<file path="src/rtl/core/psde_pkg.sv">
// Shared types, constants and the CRC-32 byte update for the PNG stored-deflate encoder.
`timescale 1ns / 1ps
`default_nettype none
package psde_pkg;

  localparam int unsigned BlockMaxDefault = 65535;
  localparam int unsigned MaxResults      = 43;
  localparam logic [31:0] CrcPoly         = 32'hEDB88320;
  localparam logic [31:0] AllOnes         = 32'hFFFFFFFF;
  localparam logic [16:0] AdlerMod        = 17'd65521;
  localparam logic [14:0] DimMax          = 15'd16384;

  localparam logic [1:0] RegImageWidth  = 2'd0;
  localparam logic [1:0] RegImageHeight = 2'd1;

  localparam logic FuncStart = 1'b0;
  localparam logic FuncPixel = 1'b1;

  typedef enum logic [2:0] {
    M_IDLE,
    M_START,
    M_RAW,
    M_FIN,
    M_ERR
  } mode_e;

  typedef struct packed {
    logic       func;
    logic [7:0] red;
    logic [7:0] green;
    logic [7:0] blue;
    logic [7:0] alpha;
  } in_item_t;

  typedef struct packed {
    logic [7:0] out_byte;
    logic       run_last;
    logic       file_end;
    logic       misuse;
  } out_item_t;

  function automatic logic [31:0] crc_byte(input logic [31:0] c_in, input logic [7:0] b);
    logic [31:0] c;
    c = c_in ^ {24'h0, b};
    for (int i = 0; i < 8; i++) begin
      c = c[0] ? ((c >> 1) ^ CrcPoly) : (c >> 1);
    end
    return c;
  endfunction

endpackage
`default_nettype wire

</file>
<file path="src/rtl/core/psde_if.sv">
// Valid/ready stream interfaces for pixel items and output bytes.
`timescale 1ns / 1ps
`default_nettype none
interface psde_in_if;
  import psde_pkg::*;
  logic     valid;
  logic     ready;
  in_item_t data;
  modport source (output valid, output data, input ready);
  modport sink (input valid, input data, output ready);
endinterface

interface psde_out_if;
  import psde_pkg::*;
  logic      valid;
  logic      ready;
  out_item_t data;
  modport source (output valid, output data, input ready);
  modport sink (input valid, input data, output ready);
endinterface
`default_nettype wire

</file>
<file path="src/rtl/core/png_stored_deflate_encoder_top.sv">
// An accepted item sets the mode register; each byte is then registered in the output register,
// one byte per cycle while the receiver is ready. A start item gives 43 bytes; a pixel 4 or 5,
// plus 5 per block header and 20 for the trailer on the last pixel.
// The IDAT length comes from a reciprocal multiply spread over the first two header bytes.
// Reset is asynchronous, active low; it clears control state and sets both dimensions to 1.
`timescale 1ns / 1ps
`default_nettype none
module png_stored_deflate_encoder_top
  import psde_pkg::*;
#(
  parameter int unsigned STORED_BLOCK_MAX = BlockMaxDefault
) (
  input  wire         clk_i,
  input  wire         rst_ni,
  input  wire         cfg_we_i,
  input  wire  [1:0]  cfg_idx_i,
  input  wire  [14:0] cfg_data_i,
  psde_in_if.sink     in_i,
  psde_out_if.source  out_o
);

  localparam logic [15:0] BlkMax = 16'(STORED_BLOCK_MAX);
  localparam logic [5:0]  EmitLimit = 6'(MaxResults);
  // floor(x / block max) as (x * DivMul) >> DivShift, exact for dividends below 2^31
  localparam int unsigned DivShift = 31 + $clog2(STORED_BLOCK_MAX);
  localparam logic [63:0] DivMul =
    ((64'd1 << DivShift) + 64'(STORED_BLOCK_MAX) - 64'd1) / 64'(STORED_BLOCK_MAX);

  logic [14:0] cfg_w_q, cfg_h_q;
  mode_e       mode_q, mode_d;
  logic [5:0]  cnt_q, cnt_d, emit_q, emit_d;
  logic [2:0]  slot_q, slot_d, hdr_q, hdr_d;
  logic        in_hdr_q, in_hdr_d, last_pix_q;
  logic [31:0] crc_q, crc_d, raw_q, raw_left_q, raw_left_d, q_q, q_d;
  logic [15:0] blk_left_q, blk_left_d, alo_q, alo_d, ahi_q, ahi_d;
  logic [13:0] col_q, row_q;
  logic        frame_open_q;
  logic [14:0] w_q, h_q;
  logic [7:0]  pix_q [4];
  logic        ov_q;
  out_item_t   od_q;

  logic [14:0] w_cl, h_cl;
  logic        adv, accept, last_byte, crc_en, crc_rst, fend, mis, drop, data_byte;
  logic [7:0]  b;
  logic [15:0] take;
  logic        bfinal;
  logic [31:0] blocks, idat, crc_x;
  logic [16:0] alo_s, ahi_s;
  logic [62:0] div_prod;

  function automatic logic [14:0] clamp_dim(input logic [14:0] v);
    if (v == 15'd0) return 15'd1;
    if (v > DimMax) return DimMax;
    return v;
  endfunction

  assign w_cl = clamp_dim(cfg_w_q);
  assign h_cl = clamp_dim(cfg_h_q);

  assign adv    = (mode_q != M_IDLE) && (!ov_q || out_o.ready);
  assign in_i.ready = (mode_q == M_IDLE) || (adv && last_byte);
  assign accept = in_i.valid && in_i.ready;
  assign drop   = emit_q >= EmitLimit;

  assign take   = (raw_left_q == 32'd0) ? 16'd1 :
                  (raw_left_q < {16'd0, BlkMax}) ? raw_left_q[15:0] : BlkMax;
  assign bfinal = {16'd0, take} >= raw_left_q;
  // q_q holds raw + block max - 1 after the first header byte, the block count after the second
  assign div_prod = 63'(q_q[30:0]) * 63'(DivMul[31:0]);
  assign blocks = q_q;
  assign idat   = raw_q + {blocks[29:0], 2'b00} + blocks + 32'd6;
  assign crc_x  = crc_q ^ AllOnes;

  // byte generator
  always_comb begin
    b = 8'h00; crc_en = 1'b0; crc_rst = 1'b0; last_byte = 1'b0;
    fend = 1'b0; mis = 1'b0; data_byte = 1'b0;
    unique case (mode_q)
      M_START: begin
        case (cnt_q)
          6'd0: b = 8'h89;  6'd1: b = 8'h50;  6'd2: b = 8'h4E;  6'd3: b = 8'h47;
          6'd4: b = 8'h0D;  6'd5: b = 8'h0A;  6'd6: b = 8'h1A;  6'd7: b = 8'h0A;
          6'd11: b = 8'h0D;
          6'd12: b = "I";   6'd13: b = "H";   6'd14: b = "D";   6'd15: b = "R";
          6'd18: b = {1'b0, w_q[14:8]};       6'd19: b = w_q[7:0];
          6'd22: b = {1'b0, h_q[14:8]};       6'd23: b = h_q[7:0];
          6'd24: b = 8'h08; 6'd25: b = 8'h06;
          6'd29: b = crc_x[31:24]; 6'd30: b = crc_x[23:16];
          6'd31: b = crc_x[15:8];  6'd32: b = crc_x[7:0];
          6'd33: b = idat[31:24];  6'd34: b = idat[23:16];
          6'd35: b = idat[15:8];   6'd36: b = idat[7:0];
          6'd37: b = "I";   6'd38: b = "D";   6'd39: b = "A";   6'd40: b = "T";
          6'd41: b = 8'h78; 6'd42: b = 8'h01;
          default: b = 8'h00;
        endcase
        crc_en    = (cnt_q >= 6'd12 && cnt_q <= 6'd28) || cnt_q >= 6'd37;
        crc_rst   = (cnt_q == 6'd12) || (cnt_q == 6'd37);
        last_byte = cnt_q == 6'd42;
      end
      M_RAW: begin
        crc_en = 1'b1;
        if (in_hdr_q || blk_left_q == 16'd0) begin
          case (in_hdr_q ? hdr_q : 3'd0)
            3'd0:    b = {7'd0, bfinal};
            3'd1:    b = take[7:0];
            3'd2:    b = take[15:8];
            3'd3:    b = ~take[7:0];
            default: b = ~take[15:8];
          endcase
        end else begin
          data_byte = 1'b1;
          b = (slot_q == 3'd0) ? 8'h00 : pix_q[slot_q[1:0] - 2'd1];
          last_byte = (slot_q == 3'd4) && !last_pix_q;
        end
      end
      M_FIN: begin
        case (cnt_q)
          6'd0: b = ahi_q[15:8];  6'd1: b = ahi_q[7:0];
          6'd2: b = alo_q[15:8];  6'd3: b = alo_q[7:0];
          6'd4: b = crc_x[31:24]; 6'd5: b = crc_x[23:16];
          6'd6: b = crc_x[15:8];  6'd7: b = crc_x[7:0];
          6'd12: b = "I"; 6'd13: b = "E"; 6'd14: b = "N"; 6'd15: b = "D";
          6'd16: b = crc_x[31:24]; 6'd17: b = crc_x[23:16];
          6'd18: b = crc_x[15:8];  6'd19: b = crc_x[7:0];
          default: b = 8'h00;
        endcase
        crc_en    = cnt_q <= 6'd3 || (cnt_q >= 6'd12 && cnt_q <= 6'd15);
        crc_rst   = cnt_q == 6'd12;
        last_byte = cnt_q == 6'd19;
        fend      = last_byte;
      end
      M_ERR: begin
        mis = 1'b1;
        last_byte = 1'b1;
      end
      default: ;
    endcase
  end

  assign alo_s = {1'b0, alo_q} + {9'd0, b};
  assign ahi_s = {1'b0, ahi_q} + {1'b0, alo_d};

  // sequencer next state
  always_comb begin
    mode_d = mode_q; cnt_d = cnt_q; slot_d = slot_q; hdr_d = hdr_q; in_hdr_d = in_hdr_q;
    crc_d = crc_q; raw_left_d = raw_left_q; blk_left_d = blk_left_q;
    alo_d = alo_q; ahi_d = ahi_q; q_d = q_q;
    emit_d = emit_q;
    if (adv) begin
      if (!drop) emit_d = emit_q + 6'd1;
      if (crc_en) crc_d = crc_byte(crc_rst ? AllOnes : crc_q, b);
      cnt_d = cnt_q + 6'd1;
      unique case (mode_q)
        M_START: begin
          if (cnt_q == 6'd0) begin
            raw_left_d = raw_q;
            blk_left_d = 16'd0;
            alo_d = 16'd1;
            ahi_d = 16'd0;
            q_d   = raw_q + {16'd0, BlkMax} - 32'd1;
          end
          if (cnt_q == 6'd1) q_d = 32'(div_prod >> DivShift);
          if (last_byte) mode_d = M_IDLE;
        end
        M_RAW: begin
          if (data_byte) begin
            alo_d = (alo_s >= AdlerMod) ? 16'(alo_s - AdlerMod) : alo_s[15:0];
            if (blk_left_q != 16'd0) blk_left_d = blk_left_q - 16'd1;
            if (raw_left_q != 32'd0) raw_left_d = raw_left_q - 32'd1;
            slot_d = slot_q + 3'd1;
            if (slot_q == 3'd4) begin
              mode_d = last_pix_q ? M_FIN : M_IDLE;
              cnt_d  = 6'd0;
            end
          end else if (in_hdr_q && hdr_q == 3'd4) begin
            in_hdr_d   = 1'b0;
            blk_left_d = take;
          end else begin
            in_hdr_d = 1'b1;
            hdr_d    = in_hdr_q ? hdr_q + 3'd1 : 3'd1;
          end
        end
        default: if (last_byte) mode_d = M_IDLE;
      endcase
    end
    if (data_byte && adv) begin
      ahi_d = (ahi_s >= AdlerMod) ? 16'(ahi_s - AdlerMod) : ahi_s[15:0];
    end
    if (accept) begin
      cnt_d = 6'd0; emit_d = 6'd0; in_hdr_d = 1'b0; hdr_d = 3'd0;
      if (in_i.data.func == FuncStart) mode_d = M_START;
      else if (!frame_open_q) mode_d = M_ERR;
      else begin
        mode_d = M_RAW;
        slot_d = (col_q == 14'd0) ? 3'd0 : 3'd1;
      end
    end
  end

  always_ff @(posedge clk_i or negedge rst_ni) begin
    if (!rst_ni) begin
      cfg_w_q <= 15'd1; cfg_h_q <= 15'd1;
      mode_q <= M_IDLE; cnt_q <= 6'd0; emit_q <= 6'd0;
      slot_q <= 3'd0; hdr_q <= 3'd0; in_hdr_q <= 1'b0; last_pix_q <= 1'b0;
      crc_q <= AllOnes; alo_q <= 16'd1; ahi_q <= 16'd0;
      blk_left_q <= 16'd0; raw_left_q <= 32'd0; q_q <= 32'd0;
      col_q <= 14'd0; row_q <= 14'd0; frame_open_q <= 1'b0; ov_q <= 1'b0;
    end else begin
      if (cfg_we_i && cfg_idx_i == RegImageWidth) cfg_w_q <= cfg_data_i;
      if (cfg_we_i && cfg_idx_i == RegImageHeight) cfg_h_q <= cfg_data_i;
      mode_q <= mode_d; cnt_q <= cnt_d; emit_q <= emit_d;
      slot_q <= slot_d; hdr_q <= hdr_d; in_hdr_q <= in_hdr_d;
      crc_q <= crc_d; alo_q <= alo_d; ahi_q <= ahi_d;
      blk_left_q <= blk_left_d; raw_left_q <= raw_left_d; q_q <= q_d;
      if (adv && !drop) ov_q <= 1'b1;
      else if (out_o.ready) ov_q <= 1'b0;
      if (accept) begin
        if (in_i.data.func == FuncStart) begin
          frame_open_q <= 1'b1; col_q <= 14'd0; row_q <= 14'd0;
        end else if (frame_open_q) begin
          last_pix_q <= 1'b0;
          if ({1'b0, col_q} + 15'd1 >= w_cl) begin
            col_q <= 14'd0;
            if ({1'b0, row_q} + 15'd1 >= h_cl) begin
              row_q <= 14'd0; frame_open_q <= 1'b0; last_pix_q <= 1'b1;
            end else row_q <= row_q + 14'd1;
          end else col_q <= col_q + 14'd1;
        end
      end
    end
  end

  // payload registers
  always_ff @(posedge clk_i) begin
    if (accept) begin
      pix_q[0] <= in_i.data.red;  pix_q[1] <= in_i.data.green;
      pix_q[2] <= in_i.data.blue; pix_q[3] <= in_i.data.alpha;
      if (in_i.data.func == FuncStart) begin
        w_q <= w_cl; h_q <= h_cl;
        raw_q <= 32'({17'd0, h_cl} * ({15'd0, w_cl, 2'b00} + 32'd1));
      end
    end
    if (adv && !drop) begin
      od_q.out_byte <= b;
      od_q.run_last <= last_byte || (emit_q == EmitLimit - 6'd1);
      od_q.file_end <= fend;
      od_q.misuse   <= mis;
    end
  end

  assign out_o.valid = ov_q;
  assign out_o.data  = od_q;

`ifndef SYNTHESIS
  a_start_busy: assert property (@(posedge clk_i) disable iff (!rst_ni)
    (mode_q == M_START && cnt_q < 6'd42) |-> !in_i.ready)
    else $error("input taken while headers are still being sent");
  a_misuse: assert property (@(posedge clk_i) disable iff (!rst_ni)
    (out_o.valid && out_o.data.misuse) |-> (out_o.data.out_byte == 8'h00 && out_o.data.run_last))
    else $error("error byte malformed");
  a_fend: assert property (@(posedge clk_i) disable iff (!rst_ni)
    (out_o.valid && out_o.data.file_end) |-> out_o.data.run_last)
    else $error("file end without run end");
  a_hdr_take: assert property (@(posedge clk_i) disable iff (!rst_ni)
    (adv && mode_q == M_RAW && in_hdr_q && hdr_q == 3'd4) |=> blk_left_q != 16'd0)
    else $error("block opened with zero length");
`endif

endmodule
`default_nettype wire

</file>
<file path="src/flat_wrapper.sv">
// flat-port wrapper written by rule: the top's interface ports become plain ports
module png_stored_deflate_encoder_top_flat import psde_pkg::*;
#(
  parameter int unsigned STORED_BLOCK_MAX = BlockMaxDefault
)
  (clk_i, rst_ni, cfg_we_i, cfg_idx_i, cfg_data_i, in_i_valid, in_i_data, in_i_ready, out_o_valid, out_o_data, out_o_ready);
  psde_in_if in_i_i ();
  psde_out_if out_o_i ();
  input  wire clk_i;
  input  wire rst_ni;
  input  wire cfg_we_i;
  input  wire  [1:0] cfg_idx_i;
  input  wire  [14:0] cfg_data_i;
  input wire logic [$bits(in_i_i.valid)-1:0] in_i_valid;
  input wire logic [$bits(in_i_i.data)-1:0] in_i_data;
  output wire logic [$bits(in_i_i.ready)-1:0] in_i_ready;
  output wire logic [$bits(out_o_i.valid)-1:0] out_o_valid;
  output wire logic [$bits(out_o_i.data)-1:0] out_o_data;
  input wire logic [$bits(out_o_i.ready)-1:0] out_o_ready;
  assign in_i_i.valid = in_i_valid;
  assign in_i_i.data = in_i_data;
  assign in_i_ready = in_i_i.ready;
  assign out_o_valid = out_o_i.valid;
  assign out_o_data = out_o_i.data;
  assign out_o_i.ready = out_o_ready;
  png_stored_deflate_encoder_top #(.STORED_BLOCK_MAX(STORED_BLOCK_MAX)) u_core (.clk_i(clk_i), .rst_ni(rst_ni), .cfg_we_i(cfg_we_i), .cfg_idx_i(cfg_idx_i), .cfg_data_i(cfg_data_i), .in_i(in_i_i), .out_o(out_o_i));
endmodule
</file>
<file path="config.mk">
export PLATFORM = sky130hd
export DESIGN_NAME = png_stored_deflate_encoder_top_flat
export DESIGN_NICKNAME = d
export VERILOG_FILES = /design/src/rtl/core/psde_pkg.sv /design/src/rtl/core/psde_if.sv /design/src/rtl/core/png_stored_deflate_encoder_top.sv /design/src/flat_wrapper.sv
export SDC_FILE = /design/constraint.sdc
export NUM_CORES = 2
export LEC_CHECK = 0
export ABC_AREA = 1
export BUFFER_PORTS_ARGS = -buffer_cell sky130_fd_sc_hd__buf_2
export CAP_MARGIN = 15
export CORE_MARGIN = 2
export CORE_UTILIZATION = 40
export DETAILED_ROUTE_END_ITERATION = 10
export GPL_TIMING_DRIVEN = 0
export PLACE_DENSITY = 0.58
export SLEW_MARGIN = 40
export SYNTH_ARGS = -nofsm -noshare
export SYNTH_HDL_FRONTEND = slang
export SYNTH_SLANG_ARGS = --single-unit
export TNS_END_PERCENT = 20
</file>
<file path="constraint.sdc">
create_clock -name clk_i -period 10.5 [get_ports clk_i]
set_clock_uncertainty 0.1 [all_clocks]
set_input_delay 1.05 -clock clk_i [delete_from_list [all_inputs] [get_ports clk_i]]
set_output_delay 1.05 -clock clk_i [all_outputs]
set_load 0.02 [all_outputs]
</file>
==> metrics <==
CTS Sinks 330; vias in the first global route 30328; Post-synth EDFFs 103; top routing layer in use met4; Non-Filler Instances 5796; clock power share 0.112; layout cells sized above 1 0.0757; core area roughly 86000 sq um; Buf/Inv on CP 6; Synth Register Bits 330; sw power between 7 and 8 mW; worst hold path type input pin to asynchronous set/reset pin; share of the synthesized area in the top cell type 0.140; Placed Cells 5715; Cell Pwr Density 336 nW/um^2; Rel. slew slack 0.415; Cell variety after synth 74; Max Slew Vio Count 0; Worst setup startpoint u_core.blocks[0]; highest-count cells in the layout ignoring fill and taps 1000 x nand2_1, 622 x inv_1, 415 x nor2_1, 387 x ha_1, 277 x o21ai_0; met3 wire len 7280 microns; commonest non-fill, non-tap cell in the layout nand2_1; TNS Setup 0 ns; Comb power frac 0.688; Crit path max-delay family simple AND/OR/NAND/NOR gates; Design Area, Final between 30000 and 40000 sq um; final hold violations 0; clk root buf clkbuf_16; dpl cell area approximately 37000 sq um; GR Util All Layers 0.252; synthesized area roughly 35000 sq um; Worst Path Max Fanout 10; hold_buf cts 0; post-route minimum period between 9 and 10 ns; Worst VDD drop 0.170 mV; Worst Tran Pin Value 0.878 ns; Max-Cap Viols 0; Area growth, synth to finish 9.91%; DR DRC count 0; starting density of the core 0.405; CTS Buffer Depth 3; Detailed Route Iter0 Violations 2475; initial antenna violation count 1; die height between 200 and 300 microns; largest net degree at the start of global routing 68; CTS tree built; Critical R2R Launch u_core.blocks[0]; Rows 107; yosys warns 0; global placer's final weighted congestion 0.965; worst setup path endpoint u_core.ahi_q[15]; Avg Inst Size Synth about 7.7 sq um; met2 WL 51600 microns; dominant cells by area after synthesis ha_1 14%, dfrtp_1 14%, fa_1 12%; leading area contributor after synthesis ha_1; TritonCTS Buffers 40; Setup crit end kind flop; clk_lat worst skew 0.59 ns; most frequent CP cell nand2_1; # IOs 68; critical path depth in cells 55; final net count 5274; post-synthesis cell count 4496; sw frac 0.550; IO buf count between 60 and 70; Post-Syn Nets 5150; Die ar. 89000 sq um; crit path DAT 10.14 ns; DP HPWL 92200 microns; max frequency 102 MHz; asr flop ratio synth 0.688; register area share after synthesis 0.254; Final setup viols 0; Leak 18.6 nW; Layout Utilization 0.445; Reg power frac 0.200; GRT overflow 0; Clock transition at path regs roughly 0.06 ns; r2r setup slk 0.74 ns; via count 31278; die width 298 microns; Detail Route Antenna Nets 0; r2r endpoint u_core.ahi_q[15]; Met1 Routed Length between 50000 and 60000 microns; Pre-antenna DRT Iters 6; via/cell ratio 5.40; top_reg_cell synth dfrtp_1; final WL 113000 microns; Worst Slack Setup Final 0.741 ns; H-tree depth 2; Reg2Reg Depth 55; DR WL/cell between 15 and 20 microns; CP max stage cell fa_1; Critical Path Start Type flop; P_int 5.76 mW; Crit Path Category flop to flop; first-pass GRT wire length 176000 microns; final period utilization 0.929; status finished, final reports clean; CP required 10.88 ns; largest stage delay on the critical path roughly 0.54 ns; worst slack, placed between 0.15 and 0.2 ns
[how the worst min path moves through the flow]
stage | from | end | slack, ns
2_1_floorplan | u_core.cfg_h_q[2] | u_core.cfg_h_q[2] | 0.35
3_3_place_gp | u_core.cfg_h_q[2] | u_core.cfg_h_q[2] | 0.37
3_5_place_dp | u_core.cfg_w_q[2] | u_core.cfg_w_q[2] | 0.37
4_1_cts | rst_ni | u_core.raw_left_q[6] | 0.24
5_1_grt | rst_ni | u_core.raw_left_q[6] | 0.27
6_report | rst_ni | u_core.raw_left_q[21] | 0.26
[cell usage after synthesis (10+ instances only)]
cell type,instances
dfrtp_1,192
dfstp_2,35
nor2_2,12
o21ai_1,16
a21oi_1,206
nor4_1,23
nor2_1,419
nand2_4,11
nand4_1,71
o22ai_1,44
nand2_2,33
o221ai_1,10
inv_2,25
a31oi_1,27
o21ai_0,277
clkbuf_1,74
a211oi_1,13
edfxtp_1,103
clkinv_1,10
xnor2_1,30
nor3_1,75
nor2_4,11
fa_1,212
inv_1,623
o21bai_1,15
ha_1,387
nand2_1,1000
o211ai_1,24
nand3_1,246
xor2_1,120
[what timing repair did]
item | CTS | global route
endpoints found under the setup margin | 0 | 16
buffers inserted | 0 | 7
resized for setup | 0 | 22
hold endpoints to repair | 0 | 0
[power groups by stage]
stage                     Sequential, mW  Clock, mW  Combinational, mW
after floorplan                     2.29          0               6.36
after global placement              2.58          0               8.58
after detailed placement            2.56          0               8.65
after CTS                           2.55       1.46               8.73
after global routing                2.61       1.51               9.97
final                               2.56       1.43               8.80
[state kept, by name (all words and copies together) (netlist names), 11 cells and up]
register,cells
u_core.ahi_q,16
u_core.alo_q,16
u_core.blk_left_q,16
u_core.blocks,32
u_core.cfg_h_q,15
u_core.cfg_w_q,15
u_core.col_q,14
u_core.crc_q,32
u_core.h_q,15
u_core.out_o.data,11
u_core.pix_q,32
u_core.raw_left_q,32
u_core.raw_q,30
u_core.row_q,14
u_core.w_q,15
[cell families after synthesis]
logic type / synth area share
compound gates: 0.117
xor+xnor: 0.0384
fa+ha+maj: 0.262
buf+inv: 0.0829
flops: 0.254
mux: 0.000650
simple gates: 0.244
[stage by stage]
step | total power, mW | hold WS, ns
finish | 12.8 | 0.262
global route | 14.1 | 0.267
CTS | 12.7 | 0.238
detailed placement | 11.2 | 0.374
global placement | 11.2 | 0.368
floorplan | 8.65 | 0.353
[layer usage]
| metal | GRT usage | vias to the layer above |
|---|---|---|
| li1 | - | 15095 |
| met1 | 0.342 | 14965 |
| met2 | 0.411 | 1008 |
| met3 | 0.0376 | 210 |
| met4 | 0.0896 | 0 |
| met5 | 0 | - |
[layout make-up]
type | instances | area (sq um)
tap | 1144 | 1430
fill | 8651 | 47400
clock inverter | 27 | 290
inverter | 661 | 2490
buffer | 93 | 397
timing repair buffer | 82 | 549
antenna | 1 | 2.50
clock buffer | 46 | 1030
sequential | 330 | 8820
multi-input combinational | 3412 | 23100
Power figures use the tool's default switching activity.
